$ cat src/rtl/core/tcpr_pkg.sv
// Shared types and constants of the TCP Reno congestion window controller.
`default_nettype none

package tcpr_pkg;

   localparam int ACTION_W = 2;
   localparam int ACK_W    = 16;
   localparam int WIN_W    = 32;
   localparam int DUP_W    = 4;
   localparam int CSR_IDX_W  = 2;
   localparam int CSR_DATA_W = 16;

   localparam int QUEUE_DEPTH_DEF = 2;

   localparam logic [WIN_W-1:0] WIN_MAX      = 32'hFFFF_FFFF;
   localparam logic [WIN_W-1:0] THRESH_RESET = 32'd2147483647;
   localparam logic [WIN_W-1:0] RECOV_BONUS  = 32'd3;
   localparam logic [DUP_W-1:0] DUP_SAT      = 4'd15;

   localparam logic [DUP_W-1:0]      CFG_DUP_RESET     = 4'd3;
   localparam logic [CSR_DATA_W-1:0] CFG_INIT_RESET    = 16'd1;
   localparam logic [CSR_DATA_W-1:0] CFG_RESTART_RESET = 16'd10;

   // register indexes on the csr port
   localparam logic [CSR_IDX_W-1:0] CSR_DUP_THRESH  = 2'd0;
   localparam logic [CSR_IDX_W-1:0] CSR_INIT_WIN    = 2'd1;
   localparam logic [CSR_IDX_W-1:0] CSR_RESTART_WIN = 2'd2;

   // event codes on the request channel
   localparam logic [ACTION_W-1:0] ACT_NEW_ACK = 2'd0;
   localparam logic [ACTION_W-1:0] ACT_DUP_ACK = 2'd1;
   localparam logic [ACTION_W-1:0] ACT_TIMEOUT = 2'd2;

   typedef enum logic [1:0] {
      PH_SLOW  = 2'd0,
      PH_AVOID = 2'd1,
      PH_RECOV = 2'd2
   } phase_type;

   typedef enum logic [1:0] {
      CMD_NEW_ACK,
      CMD_DUP_ACK,
      CMD_TIMEOUT,
      CMD_NONE
   } cmd_kind_type;

   typedef struct packed {
      cmd_kind_type     kind;
      logic [ACK_W-1:0] count;
   } cmd_type;

endpackage

`default_nettype wire

$ cat src/rtl/core/tcpr_front.sv
// Front end: takes requests, classifies the event and queues commands for the back end.
`default_nettype none

module tcpr_front #(
   parameter int DEPTH = tcpr_pkg::QUEUE_DEPTH_DEF
) (
   input  wire logic                          clock,
   input  wire logic                          reset,
   input  wire logic                          req_valid,
   output logic                               req_ready,
   input  wire logic [tcpr_pkg::ACTION_W-1:0] req_action,
   input  wire logic [tcpr_pkg::ACK_W-1:0]    req_acked_count,
   output logic                               q_valid,
   input  wire logic                          q_ready,
   output tcpr_pkg::cmd_type                  q_item
);
   import tcpr_pkg::*;

   localparam int PTR_W = (DEPTH > 1) ? $clog2(DEPTH) : 1;
   localparam int CNT_W = $clog2(DEPTH + 1);

   cmd_type            q_ff [DEPTH];
   logic [PTR_W-1:0]   wr_ptr_ff;
   logic [PTR_W-1:0]   rd_ptr_ff;
   logic [CNT_W-1:0]   count_ff;
   cmd_type            cmd_in;
   logic               push;
   logic               pop;

   always_comb begin
      cmd_in.count = req_acked_count;
      unique case (req_action)
         ACT_NEW_ACK: cmd_in.kind = CMD_NEW_ACK;
         ACT_DUP_ACK: cmd_in.kind = CMD_DUP_ACK;
         ACT_TIMEOUT: cmd_in.kind = CMD_TIMEOUT;
         default:     cmd_in.kind = CMD_NONE;
      endcase
   end

   assign req_ready = (count_ff != CNT_W'(DEPTH));
   assign q_valid   = (count_ff != '0);
   assign q_item    = q_ff[rd_ptr_ff];
   assign push      = req_valid && req_ready;
   assign pop       = q_valid && q_ready;

   always_ff @(posedge clock) begin
      if (push) begin
         q_ff[wr_ptr_ff] <= cmd_in;
      end
   end

   always_ff @(posedge clock) begin
      if (reset) begin
         wr_ptr_ff <= '0;
         rd_ptr_ff <= '0;
         count_ff  <= '0;
      end else begin
         if (push) begin
            wr_ptr_ff <= (wr_ptr_ff == PTR_W'(DEPTH - 1)) ? '0 : wr_ptr_ff + PTR_W'(1);
         end
         if (pop) begin
            rd_ptr_ff <= (rd_ptr_ff == PTR_W'(DEPTH - 1)) ? '0 : rd_ptr_ff + PTR_W'(1);
         end
         if (push && !pop) begin
            count_ff <= count_ff + CNT_W'(1);
         end else if (pop && !push) begin
            count_ff <= count_ff - CNT_W'(1);
         end
      end
   end

endmodule

`default_nettype wire

$ cat src/rtl/core/tcpr_back.sv
// Back end: window state, configuration registers, avoidance loop and response register.
`default_nettype none

module tcpr_back (
   input  wire logic                            clock,
   input  wire logic                            reset,
   input  wire logic                            q_valid,
   output logic                                 q_ready,
   input  wire tcpr_pkg::cmd_type               q_item,
   input  wire logic                            csr_valid,
   input  wire logic [tcpr_pkg::CSR_IDX_W-1:0]  csr_index,
   input  wire logic [tcpr_pkg::CSR_DATA_W-1:0] csr_data,
   output logic                                 rsp_valid,
   input  wire logic                            rsp_ready,
   output logic [tcpr_pkg::WIN_W-1:0]           rsp_window,
   output logic [tcpr_pkg::WIN_W-1:0]           rsp_slow_start_threshold,
   output logic [1:0]                           rsp_phase,
   output logic                                 rsp_in_fast_recovery
);
   import tcpr_pkg::*;

   typedef enum logic [1:0] {ST_IDLE, ST_LOOP, ST_DONE} state_type;

   state_type              state_ff;
   phase_type              phase_ff;
   logic [WIN_W-1:0]       window_ff;
   logic [WIN_W-1:0]       thr_ff;
   logic [DUP_W-1:0]       dup_ff;
   logic [WIN_W-1:0]       credit_ff;
   logic [WIN_W+1:0]       sum_ff;
   logic                   fresh_ff;
   logic [DUP_W-1:0]       cfg_dup_ff;
   logic [CSR_DATA_W-1:0]  cfg_restart_ff;

   logic                   rsp_valid_ff;
   logic [WIN_W-1:0]       rsp_window_ff;
   logic [WIN_W-1:0]       rsp_thr_ff;
   phase_type              rsp_phase_ff;

   logic [WIN_W:0]         grown;
   logic [WIN_W:0]         carry;
   logic [WIN_W+1:0]       avoid_sum;
   logic [DUP_W-1:0]       dup_in;
   logic [WIN_W-1:0]       half_plus_one;
   logic [WIN_W+1:0]       win_ext;
   logic                   take_step;
   logic                   go_loop;

   assign grown         = {1'b0, window_ff} + (WIN_W+1)'(q_item.count);
   assign carry         = grown - {1'b0, thr_ff};
   assign avoid_sum     = {2'b00, credit_ff} + (WIN_W+2)'(q_item.count);
   assign dup_in        = (dup_ff == DUP_SAT) ? dup_ff : dup_ff + DUP_W'(1);
   assign half_plus_one = {1'b0, window_ff[WIN_W-1:1]} + WIN_W'(1);
   assign win_ext       = {2'b00, window_ff};
   // one window increment per cycle while the credit covers a full window and the window is below its maximum
   assign take_step     = (sum_ff >= win_ext) && (window_ff != WIN_MAX);
   // a new ack runs the avoidance loop unless it stays inside slow start
   assign go_loop       = (q_item.kind == CMD_NEW_ACK) &&
                          ((phase_ff != PH_SLOW) || (grown >= {1'b0, thr_ff}));

   assign q_ready = (state_ff == ST_IDLE);

   always_ff @(posedge clock) begin
      if (reset) begin
         state_ff       <= ST_IDLE;
         phase_ff       <= PH_SLOW;
         window_ff      <= WIN_W'(CFG_INIT_RESET);
         thr_ff         <= THRESH_RESET;
         dup_ff         <= '0;
         credit_ff      <= '0;
         sum_ff         <= '0;
         fresh_ff       <= 1'b1;
         cfg_dup_ff     <= CFG_DUP_RESET;
         cfg_restart_ff <= CFG_RESTART_RESET;
         rsp_valid_ff   <= 1'b0;
         rsp_window_ff  <= '0;
         rsp_thr_ff     <= '0;
         rsp_phase_ff   <= PH_SLOW;
      end else begin
         if (rsp_valid_ff && rsp_ready && (state_ff != ST_DONE)) begin
            rsp_valid_ff <= 1'b0;
         end

         unique case (state_ff)
            ST_IDLE: begin
               if (q_valid) begin
                  state_ff <= go_loop ? ST_LOOP : ST_DONE;
                  if (q_item.kind != CMD_NONE) begin
                     fresh_ff <= 1'b0;
                  end
                  unique case (q_item.kind)
                     CMD_NEW_ACK: begin
                        dup_ff <= '0;
                        unique case (phase_ff)
                           PH_SLOW: begin
                              if (grown >= {1'b0, thr_ff}) begin
                                 window_ff <= thr_ff;
                                 credit_ff <= '0;
                                 phase_ff  <= PH_AVOID;
                                 sum_ff    <= (WIN_W+2)'(carry);
                              end else begin
                                 window_ff <= grown[WIN_W-1:0];
                              end
                           end
                           PH_RECOV: begin
                              window_ff <= thr_ff;
                              credit_ff <= '0;
                              phase_ff  <= PH_AVOID;
                              sum_ff    <= (WIN_W+2)'(q_item.count);
                           end
                           default: begin
                              sum_ff <= avoid_sum;
                           end
                        endcase
                     end
                     CMD_DUP_ACK: begin
                        if (phase_ff == PH_RECOV) begin
                           if (window_ff != WIN_MAX) begin
                              window_ff <= window_ff + WIN_W'(1);
                           end
                        end else begin
                           dup_ff <= dup_in;
                           if (dup_in == cfg_dup_ff) begin
                              thr_ff    <= half_plus_one;
                              window_ff <= half_plus_one + RECOV_BONUS;
                              phase_ff  <= PH_RECOV;
                           end
                        end
                     end
                     CMD_TIMEOUT: begin
                        dup_ff    <= '0;
                        thr_ff    <= half_plus_one;
                        window_ff <= WIN_W'(cfg_restart_ff);
                        phase_ff  <= PH_SLOW;
                     end
                     default: begin
                     end
                  endcase
               end
            end
            ST_LOOP: begin
               if (take_step) begin
                  sum_ff    <= sum_ff - win_ext;
                  window_ff <= window_ff + WIN_W'(1);
               end else begin
                  credit_ff <= (sum_ff > {2'b00, WIN_MAX}) ? WIN_MAX : sum_ff[WIN_W-1:0];
                  state_ff  <= ST_DONE;
               end
            end
            ST_DONE: begin
               if (!rsp_valid_ff || rsp_ready) begin
                  rsp_valid_ff  <= 1'b1;
                  rsp_window_ff <= window_ff;
                  rsp_thr_ff    <= thr_ff;
                  rsp_phase_ff  <= phase_ff;
                  state_ff      <= ST_IDLE;
               end
            end
            default: begin
               state_ff <= ST_IDLE;
            end
         endcase

         // csr writes must arrive only while the block is idle; the block itself does not enforce this
         if (csr_valid) begin
            unique case (csr_index)
               CSR_DUP_THRESH: cfg_dup_ff <= csr_data[DUP_W-1:0];
               CSR_INIT_WIN: begin
                  if (fresh_ff) begin
                     window_ff <= WIN_W'(csr_data);
                  end
               end
               CSR_RESTART_WIN: cfg_restart_ff <= csr_data;
               default: begin
               end
            endcase
         end
      end
   end

   assign rsp_valid                = rsp_valid_ff;
   assign rsp_window               = rsp_window_ff;
   assign rsp_slow_start_threshold = rsp_thr_ff;
   assign rsp_phase                = rsp_phase_ff;
   assign rsp_in_fast_recovery     = (rsp_phase_ff == PH_RECOV);

endmodule

`default_nettype wire

$ cat src/rtl/core/tcp_reno_congestion_window.sv
// Top level of the TCP Reno congestion window controller.
//
//  Channel | Ports                                            | Dir | Moves
//  --------+--------------------------------------------------+-----+--------------------------
//  req     | req_valid/ready, req_action, req_acked_count     | in  | one event per request
//  rsp     | rsp_valid/ready, rsp_window, rsp_slow_start_     | out | one result per request
//          | threshold, rsp_phase, rsp_in_fast_recovery       |     |
//  csr     | csr_valid/ready, csr_index, csr_data             | in  | one register write
//
// The back end takes a request in ST_IDLE and registers its response in ST_DONE; a new ack
// that reaches congestion avoidance runs ST_LOOP in between, which makes the window increments
// (one ack carries at most 65535 packets); the loop does one subtract-and-compare a cycle.
// With an empty queue a request still passes the queue register before the back end takes it.
// Reset is synchronous; there is no clearing pass.
// The command queue lets requests be taken while the back end is busy or a response waits;
// csr_ready is always high.
`default_nettype none

module tcp_reno_congestion_window #(
   parameter int QUEUE_DEPTH = tcpr_pkg::QUEUE_DEPTH_DEF
) (
   input  wire logic                            clock,
   input  wire logic                            reset,
   input  wire logic                            req_valid,
   output logic                                 req_ready,
   input  wire logic [tcpr_pkg::ACTION_W-1:0]   req_action,
   input  wire logic [tcpr_pkg::ACK_W-1:0]      req_acked_count,
   output logic                                 rsp_valid,
   input  wire logic                            rsp_ready,
   output logic [tcpr_pkg::WIN_W-1:0]           rsp_window,
   output logic [tcpr_pkg::WIN_W-1:0]           rsp_slow_start_threshold,
   output logic [1:0]                           rsp_phase,
   output logic                                 rsp_in_fast_recovery,
   input  wire logic                            csr_valid,
   output logic                                 csr_ready,
   input  wire logic [tcpr_pkg::CSR_IDX_W-1:0]  csr_index,
   input  wire logic [tcpr_pkg::CSR_DATA_W-1:0] csr_data
);
   import tcpr_pkg::*;

   logic    q_valid;
   logic    q_ready;
   cmd_type q_item;

   assign csr_ready = 1'b1;

   tcpr_front #(
      .DEPTH(QUEUE_DEPTH)
   ) u_front (
      .clock           (clock),
      .reset           (reset),
      .req_valid       (req_valid),
      .req_ready       (req_ready),
      .req_action      (req_action),
      .req_acked_count (req_acked_count),
      .q_valid         (q_valid),
      .q_ready         (q_ready),
      .q_item          (q_item)
   );

   tcpr_back u_back (
      .clock                    (clock),
      .reset                    (reset),
      .q_valid                  (q_valid),
      .q_ready                  (q_ready),
      .q_item                   (q_item),
      .csr_valid                (csr_valid),
      .csr_index                (csr_index),
      .csr_data                 (csr_data),
      .rsp_valid                (rsp_valid),
      .rsp_ready                (rsp_ready),
      .rsp_window               (rsp_window),
      .rsp_slow_start_threshold (rsp_slow_start_threshold),
      .rsp_phase                (rsp_phase),
      .rsp_in_fast_recovery     (rsp_in_fast_recovery)
   );

endmodule

`default_nettype wire

$ cat config.mk
export PLATFORM = sky130hd
export DESIGN_NAME = tcp_reno_congestion_window
export DESIGN_NICKNAME = d
export VERILOG_FILES = /design/src/rtl/core/tcpr_pkg.sv /design/src/rtl/core/tcpr_front.sv /design/src/rtl/core/tcpr_back.sv /design/src/rtl/core/tcp_reno_congestion_window.sv
export SDC_FILE = /design/constraint.sdc
export NUM_CORES = 1
export LEC_CHECK = 0
export ABC_AREA = 1
export BUFFER_PORTS_ARGS = -buffer_cell sky130_fd_sc_hd__buf_2
export CORE_ASPECT_RATIO = 0.8
export CORE_MARGIN = 2
export CORE_UTILIZATION = 50
export DETAILED_ROUTE_END_ITERATION = 8
export PLACE_DENSITY = 0.71
export SYNTH_ARGS = -nofsm -noshare
export SYNTH_HDL_FRONTEND = slang
export SYNTH_SLANG_ARGS = --single-unit
$ cat constraint.sdc
create_clock -name clock -period 13.6 [get_ports clock]
set_input_delay 1.36 -clock clock [delete_from_list [all_inputs] [get_ports clock]]
set_output_delay 1.36 -clock clock [all_outputs]
set_load 0.02 [all_outputs]
==> Flow_metrics.wiki, run 1 <==
{| class="wikitable"
! Metric !! Value
|-
| Headroom to the max-slew limit || 21.79%
|-
| Startpoint kind of the worst setup timing path || flip-flop
|-
| Endpoint arrival time on the critical path || 8280 ps
|-
| Leading cell types by count after synthesis || nand2_1 (914), a21oi_1 (424), nor2_1 (360), o21ai_0 (351), inv_1 (339)
|-
| Vias in the first global route || 22147
|-
| Wire length of the first global-routing pass || 130.4 mm
|-
| Type of the worst min-delay path || flip-flop to flip-flop
|-
| Count of boundary I/O pins || 111
|-
| Post-synth cell types || 60
|-
| Buffers inserted by post-CTS timing repair || 0
|-
| Die Width || 240.6 um
|-
| Area of the die || 0.04652 mm^2
|-
| Die H || 193.3 um
|-
| Run status || complete, no violations
|-
| Static power due to leakage || 11.32 nW
|-
| Max cap viols || 0
|-
| Summed area of non-filler cells in the final layout || 0.02418 mm^2
|-
| Insertion delay of the later-clocked pin in the worst-skew pair || 610 ps
|-
| Placeable Area || 0.04429 mm^2
|-
| Worst VDD drop || 0.2323 mV
|-
| Gate Count Post-Synth || roughly 3600
|-
| Count of routing violations after the opening detailed-route iteration || approximately 3300
|-
| Crit-path slowest cell || dfxtp_1
|-
| Synthesized area || approximately 0.022 mm^2
|-
| Total power of the final layout || approximately 0.0076 W
|-
| Number of enable-type register cells in the synthesized netlist || 36
|-
| Maximum single-stage delay on the critical path || 700 ps
|-
| Sequential fraction of the synthesis area || between 20 and 30%
|-
| Critical Path RT || between 10000 and 15000 ps
|-
| Achievable clock frequency || 128.4 MHz
|-
| Overall routing resource usage || 35.90%
|-
| Gp weighted congestion || 1.012
|-
| Average instance area after synthesis || 6.140 um^2
|-
| Count of clock tree sinks || 267
|-
| Clock tree from TritonCTS || done
|-
| Total cell area at the placement stage || approximately 0.023 mm^2
|-
| Crit path max-delay family || simple AND/OR/NAND/NOR gates
|-
| Largest driver fanout on the critical path || 36
|-
| Initial antenna violation count || 1
|-
| Layout cell share with drive strength beyond 1 || 8.531%
|-
| Number of vias per cell after detailed routing || between 5 and 6
|-
| Hold violation total from the final report || 0
|-
| Most frequent cell after synthesis || nand2_1
|-
| Final critical delay including setup and external delays || 7785 ps
|-
| Final setup TNS || 0 ps
|-
| Maximum number of buffers from clock root to sink || 3
|-
| Largest area contributor in the netlist || dfxtp_1
|-
| Post-DR wirelength/cell || 20.12 um
|-
| Number of nets still failing antenna checks after routing || 0
|-
| Worst Skew || 19.29 ps
|-
| H-tree level count || 1
|-
| Number of endpoints failing setup at the final stage || 0
|-
| Measured slew at the worst slew-check pin || 1170 ps
|-
| Crit share post-route || a little under three fifths
|-
| DRT Wirelength || about 86 mm
|-
| Post-synthesis sequential element count || about 270
|-
| Post-cts repair resize count || 0
|-
| Synth-to-Final Area Change || 7.938%
|-
| Count of buffers from port buffering || 109
|-
| Most frequent CP cell || nand2_1
|-
| Worst-path clk slew || 60 ps
|-
| # rows || 69
|-
| Worst path bufs/invs || 7
|-
| Synthesized netlist net count || 3797
|-
| Final max-slew violation count || 0
|-
| Number of CTS-inserted buffers || 31
|-
| Kind of critical path || flip-flop to flip-flop
|-
| Total inserted antenna cells || 0
|-
| Maximum number of pins on one net before global-route repair || 105
|-
| Top cells by area, synth || dfxtp_1 (21%), nand2_1 (15%), a21oi_1 (9.5%), o21ai_0 (7.8%), nor2_1 (6.0%)
|-
| Vias || 25083
|-
| Final net count || about 3800
|-
| Proportion of register bits with asynchronous set or reset after synthesis || 0%
|-
| Remaining DRCs || 0
|-
| First-pass iteration count of the detailed router || 7
|-
| Initial standard-cell utilization of the core || 50.57%
|-
| Power density of the placed cells || ~310 mW/mm^2
|-
| Area fraction of the dominant cell type after synthesis || about a fifth
|-
| Setup repair after global routing missed its margin || false
|-
| Kind of end point of the critical path || flip-flop
|-
| Top_reg_cell synth || dfxtp_1
|-
| Count of hold buffers inserted by post-cts repair || 0
|-
| Library cell used as clock root buffer || clkbuf_16
|-
| Sum of overflow across all layers after global routing || 0
|-
| Number of synthesis warnings || 0
|-
| DP Wirelength || 64.99 mm
|}
==> power breakdown <==
| part | internal (W) | leakage, nW | switching (W) |
|---|---|---|---|
| combinational | 0.00159 | 8.62 | 0.00378 |
| sequential | 0.00108 | 2.23 | 0.000298 |
| clock | 0.000481 | 0.473 | 0.000369 |
==> metal layers <==
layer	vias up	routed length, um	global-route usage (%)
met1	11198	38390	53.44
met3	204	10490	8.034
met5	-	33	0
met4	4	3101	11.92
li1	12164	-	-
met2	1513	33940	50.51
==> cell families (layout without fill, tap and decap cells) <==
group	count (synthesis)	count (layout)	share of synthesized area (%)
xor gates and xnor gates	74	74	2.927
DFF	267	267	25.47
AOI/OAI and AO/OA	911	911	21.97
buffers and inverters	540	561	9.519
muxes	1	1	0.04469
and+or+nand+nor	1746	1746	33.88
adders and majority gates	108	108	6.167
other	1	1	0.01674
==> flip-flops by register name, summed over array words and instances, names as in the netlist, 4 cells and up, named ones only <==
register and count:
u_back.rsp_window 32, u_back.rsp_slow_start_threshold 32, u_back.thr_ff 32, u_back.dup_ff 4, u_back.sum_ff 34, u_front.q_ff 36, u_back.window_ff 32, u_back.cfg_restart_ff 16
u_back.cfg_dup_ff 4, u_back.credit_ff 32
==> worst reg2reg max path: cells and delay by family, from the launching register on <==
family                     cells  cell delay (ps)
and+or+nand+nor               23             3290
buffers and inverters          7             2110
AOI/OAI and AO/OA              4              900
DFF                            1              700
adders and majority gates      2              690
==> layout make-up <==
class | instances | area, um^2
clock buffers | 38 | 812.0
repair buffers | 131 | 710.7
inverters | 373 | 1405
fillers | 4616 | 20110
flip-flops and latches | 267 | 5707
well taps | 603 | 754.5
multi-input cells | 2841 | 14590
clock inverters | 19 | 193.9
==> cells in the final DEF, fill, tap and decap left out, types with 6 or more instances in the layout <==
cell type  count
nor4_1         6
o21bai_1       8
o21ai_0      351
clkbuf_1       6
dfxtp_1      230
nand4_1       69
a221oi_1      31
nand2_1      914
or2_2         27
a31oi_1       14
xnor2_1       12
o211ai_1      24
nor3_1        28
clkinv_1      23
nand3b_1      13
edfxtp_1      36
clkbuf_16     31
buf_4         22
inv_2         15
nor2_2        19
nand2_2       28
a21o_1        14
inv_1        337
nor2_4        15
nand3_1      248
o21a_1        12
xor2_1        61
a21oi_1      424
ha_1         104
nor2_1       357
buf_2        109
==> worst paths after layout <==
path / startpoint / to / slack (ps) / cells past startpoint
max reg2reg: flip-flop / u_back.sum_ff[27] / 5810 / 36
min reg2reg: u_front.rd_ptr_ff / u_front.rd_ptr_ff / 450 / 1
max: flip-flop / u_back.sum_ff[27] / 5810 / 36
min: u_front.rd_ptr_ff / u_front.rd_ptr_ff / 450 / 1
==> per-stage QoR <==
step	utilization (%)	cells	setup WS (ps)	hold slack [ps]
2_1_floorplan	-	3648	8848	425.8
3_3_place_gp	52.32	4215	6155	436.8
3_5_place_dp	52.32	4215	5960	446.4
4_1_cts	54.59	4272	5921	454.5
5_1_grt	54.59	4272	5179	491.8
6_report	54.59	4272	5815	450.2
No activity file was read; power rests on OpenSTA's default activity.
==> run 2, diff against run 1 <==
--- a/config.mk
+++ b/config.mk
@@ -5,7 +5,7 @@
 export SDC_FILE = /design/constraint.sdc
 export NUM_CORES = 1
 export LEC_CHECK = 0
-export ABC_AREA = 1
+export ABC_AREA = 0
 export BUFFER_PORTS_ARGS = -buffer_cell sky130_fd_sc_hd__buf_2
 export CORE_ASPECT_RATIO = 0.8
 export CORE_MARGIN = 2
==> constraint.sdc (replaced) <==
create_clock -name clock -period 7.5 [get_ports clock]
set_input_delay 0.75 -clock clock [delete_from_list [all_inputs] [get_ports clock]]
set_output_delay 0.75 -clock clock [all_outputs]
set_load 0.02 [all_outputs]
==> run 2 against run 1 <==
Compared with the run above: utilization grew 0.58 points; first-iteration DRC count shrank 11%; combinational power grew 17%; sequential share of layout area grew 1.3 points; setup slack lost 5300 ps; via count shrank 9.3%; sequential cell count is the same; final cell count shrank 20%; synthesized cell count shrank 23%; critical endpoint is now u_back.sum_ff[33].
==> Flow_metrics.wiki, run 2 <==
{| class="wikitable"
! Metric !! Value
|-
| Startpoint kind of the worst setup timing path || flip-flop
|-
| Buffers inserted by post-CTS timing repair || 0 (unchanged)
|-
| Worst VDD drop || 0.3404 mV (+47%)
|-
| Most frequent standard cell in the layout excluding fill and tap cells || nand2_1
|-
| Register share of total power || 20.8% (+2.7 points)
|-
| Die H || 187.0 um (-3.3%)
|-
| Area of the die || 0.04351 mm^2 (-6.4%)
|-
| Number of vias per cell after detailed routing || 6.691 (+14%)
|-
| Final net count || 2971 (-22%)
|-
| Multi-input gate area || 0.01405 mm^2 (-3.7%)
|-
| Count of hold buffers inserted by post-cts repair || 0 (unchanged)
|-
| Met2 track demand over resource in global routing || 55.33% (+4.8 points)
|-
| Synth-to-Final Area Change || 9.608%
|-
| H-tree level count || 1 (unchanged)
|-
| Measured slew at the worst slew-check pin || 1246 ps (+75.77 ps)
|-
| Count of boundary I/O pins || 111 (unchanged)
|-
| Hold Startpoint || req_acked_count[12]
|-
| Count of clock tree sinks || 267 (unchanged)
|-
| Placeable Area || 0.04158 mm^2 (-6.1%)
|-
| Largest driver fanout on the critical path || 10 (-72%)
|-
| Final max-slew violation count || 0 (unchanged)
|-
| Run status || complete, no violations
|-
| Static power due to leakage || 8.831 nW (-22%)
|-
| Flip-flop count of the largest register after layout || 36 (unchanged)
|-
| Number of enable-type register cells in the synthesized netlist || 36 (unchanged)
|-
| Number of nets still failing antenna checks after routing || 0 (unchanged)
|-
| Number of CTS-inserted buffers || 30 (-3.2%)
|-
| GRT met1 Usage || 50.23% (-3.2 points)
|-
| Proportion of register bits with asynchronous set or reset after synthesis || 0% (unchanged)
|-
| Wire length of the first global-routing pass || 124.9 mm (-4.3%)
|-
| Fillers || 4115 (-11%)
|-
| Remaining DRCs || 0 (unchanged)
|-
| Top_reg_cell synth || dfxtp_1
|-
| GR Layer Usage met3 || 8.704% (+0.67 points)
|-
| Average instance area after synthesis || 7.410 um^2 (+21%)
|-
| Initial antenna violation count || 0 (-1)
|-
| Post-DR wirelength/cell || 24.42 um (+21%)
|-
| Most frequent cell after synthesis || nand2_1
|-
| Count of buffers from port buffering || 109 (unchanged)
|-
| Worst Skew || 22.86 ps (+3.565 ps)
|-
| Max cap viols || 0 (unchanged)
|-
| Sum of overflow across all layers after global routing || 0 (unchanged)
|-
| Post-synth cell types || 90 (+50%)
|-
| Fraction of power spent switching nets || 52.28% (-6.2 points)
|-
| Power density of the placed cells || 433.3 mW/mm^2 (+38%)
|-
| Maximum single-stage delay on the critical path || 620 ps (-80 ps)
|-
| Headroom to the max-slew limit || 16.43% (-5.4 points)
|-
| Post-cts repair resize count || 0 (unchanged)
|-
| Crit share post-route || 92.75% (+36 points)
|-
| Endpoint arrival time on the critical path || 7460 ps (-820 ps)
|-
| Setup repair after global routing missed its margin || false
|-
| Post-layout worst setup margin || 543.7 ps (-5271 ps)
|-
| Clock tree from TritonCTS || done
|-
| Worst setup slack after placement || 723.8 ps (-5236 ps)
|-
| Kind of critical path || flip-flop to flip-flop
|-
| Post-synthesis sequential element count || 267 (unchanged)
|-
| Maximum number of pins on one net before global-route repair || 67 (-36%)
|-
| Cells along the critical path || mux2i_1 > inv_1 > ha_1 > a211oi_1 > o21bai_1 > a21oi_1 > o21ai_0 > a41oi_1 > buf_4 > nor2_1 > nand2_1 > xnor2_1 > ha_1 > nand4_1 > or2_2 > or4_1 > o21ai_0 > a2111oi_0 > a21oi_1 > a21oi_1 > or4b_1 > a211oi_1
|-
| Layout cell share with drive strength beyond 1 || 10.15% (+1.6 points)
|-
| Gate Count Post-Synth || 2824 (-23%)
|-
| Type of the worst min-delay path || primary input to flip-flop
|-
| DRT Wirelength || 83.00 mm (-3.5%)
|-
| Sequential cell area in the final layout || 0.005709 mm^2 (about the same)
|-
| Die Width || 232.7 um (-3.3%)
|-
| Registers with the most flip-flops || u_front.q_ff x36, u_back.sum_ff x34
|-
| Vias in the first global route || 20820 (-6.0%)
|-
| Sequential fraction of the synthesis area || 27.26% (+1.8 points)
|-
| Area fraction of the dominant cell type after synthesis || 22.10% (+1.5 points)
|-
| Largest area contributor in the netlist || dfxtp_1
|-
| Fraction of power consumed by the clock network || 16.2% (+5.0 points)
|-
| Synthesized area || 0.02093 mm^2 (-6.6%)
|-
| First-pass iteration count of the detailed router || 8 (+1)
|-
| Final setup TNS || 0 ps (unchanged)
|-
| Leading cell types by count after synthesis || nand2_1 (402), a21oi_1 (306), dfxtp_1 (231), o21ai_0 (204), nor2_1 (191)
|-
| Hold violation total from the final report || 0 (unchanged)
|-
| Maximum number of buffers from clock root to sink || 3 (unchanged)
|-
| Achievable clock frequency || 143.8 MHz (+12%)
|-
| Leading cell types in the layout, fill and taps excluded || nand2_1 (401), a21oi_1 (306), dfxtp_1 (228)
|-
| Final critical delay including setup and external delays || 6956 ps (-828.9 ps)
|-
| Number of synthesis warnings || 0 (unchanged)
|-
| Insertion delay of the later-clocked pin in the worst-skew pair || 610 ps (about the same)
|-
| Worst-path clk slew || 70 ps (about the same)
|-
| Gp weighted congestion || 1.010 (-0.24%)
|-
| Synthesized netlist net count || 2973 (-22%)
|-
| Most frequent CP cell || a21oi_1
|-
| Initial standard-cell utilization of the core || 50.33% (-0.24 points)
|-
| Vias || 22743 (-9.3%)
|-
| Net switching power || 0.005197 W (+17%)
|-
| Top cells by area, synth || dfxtp_1 (22%), a21oi_1 (7.3%), nand2_1 (7.2%), ha_1 (6.2%), xnor2_1 (5.3%)
|-
| Count of routing violations after the opening detailed-route iteration || 2939 (-11%)
|-
| Crit path max-delay family || compound AO/OA/AOI/OAI gates
|-
| Most used routing layer || met2
|-
| Largest Register || u_front.q_ff
|-
| Overall routing resource usage || 36.75% (+0.85 points)
|-
| Critical Path RT || 8010 ps (-6080 ps)
|-
| DP Wirelength || 61.32 mm (-5.7%)
|-
| Combinational share of power || 63.0% (-7.7 points)
|-
| Kind of end point of the critical path || flip-flop
|-
| Number of endpoints failing setup at the final stage || 0 (unchanged)
|-
| # rows || 67 (-2.9%)
|-
| Cell internal pwr || 0.004743 W (+51%)
|-
| Library cell used as clock root buffer || clkbuf_16
|-
| Crit-path slowest cell || o21ai_0
|-
| Worst path bufs/invs || 2 (-5)
|}
[run 2: cell types whose count changed in the layout (fill, tap and decap cells not counted), moves of 43 or more]
cell / previous run / this run
a211oi_1: 4 / 47
a21oi_1: 424 / 306
inv_1: 337 / 93
nand2_1: 914 / 401
nand3_1: 248 / 64
nor2_1: 357 / 189
o211ai_1: 24 / 72
o21ai_0: 351 / 203
xnor2_1: 12 / 127
[run 2: logic make-up (layout without fill, tap and decap cells)]
| group | after synthesis | after routing | synth area share (%) |
|---|---|---|---|
| AO/OA/AOI/OAI | 962 | 962 | 29.29 |
| multiplexers | 46 | 46 | 2.314 |
| flip-flops | 267 | 267 | 27.26 |
| XOR/XNOR | 175 | 175 | 7.324 |
| buffers and inverters | 310 | 332 | 5.746 |
| other | 1 | 2 | 0.01792 |
| adder cells (fa/ha/maj) | 108 | 108 | 6.601 |
| AND/OR/NAND/NOR | 955 | 955 | 21.45 |
[run 2: worst register-to-register path, delay by kind of cell (launching register included)]
kind	cells	cell delay (ps)
compound gates	10	2660
simple gates	6	1920
fa+ha+maj	2	770
flops	1	490
mux	1	490
buf+inv	2	380
xor+xnor	1	160
[run 2: stage by stage]
stage | cell area, um^2 | power (W) | hold WS [ps] | std cells | utilization [%]
after CTS | 22930 | 0.009722 | 310.4 | 3398 | 55.16
final | 22940 | 0.009940 | 329.3 | 3399 | 55.16
after floorplan | 20930 | 0.006215 | 431.4 | 2824 | -
after detailed placement | 21880 | 0.008100 | 444.5 | 3342 | 52.61
after global placement | 21880 | 0.008048 | 440.9 | 3342 | 52.61
after global routing | 22930 | 0.01044 | 310.0 | 3398 | 55.16
[run 2: worst paths after layout]
| path | slack, ps | to | cells after the start |
|---|---|---|---|
| hold / removal | 330 | u_front.q_ff[1][12] | 1 |
| setup reg to reg | 540 | u_back.sum_ff[33] | 22 |
| hold reg to reg | 450 | u_back.rsp_slow_start_threshold[10] | 2 |
| setup / recovery | 540 | u_back.sum_ff[33] | 22 |
[run 2: area by class of cell]
type,instances,share of cell area [%]
clock buffers,37,3.704
inverters,103,1.686
diodes,1,0.01091
clock inverters,19,0.9055
multi-input cells,2247,61.25
repair buffers,173,4.539
well taps,552,3.011
flip-flops and latches,267,24.89
[run 2: power groups by stage]
stage	clock, W	combinational (W)	sequential (W)
final	0.00161	0.00626	0.00207
after global routing	0.00168	0.00668	0.00208
after CTS	0.00162	0.00605	0.00205
after detailed placement	0	0.00602	0.00208
after global placement	0	0.00597	0.00208
after floorplan	0	0.00421	0.00201
[run 2: per-layer routing]
metal,wire (um),up-vias
met5,0,-
met4,4268,0
met3,8677,260
met2,35210,1280
met1,34840,10853
li1,-,10350
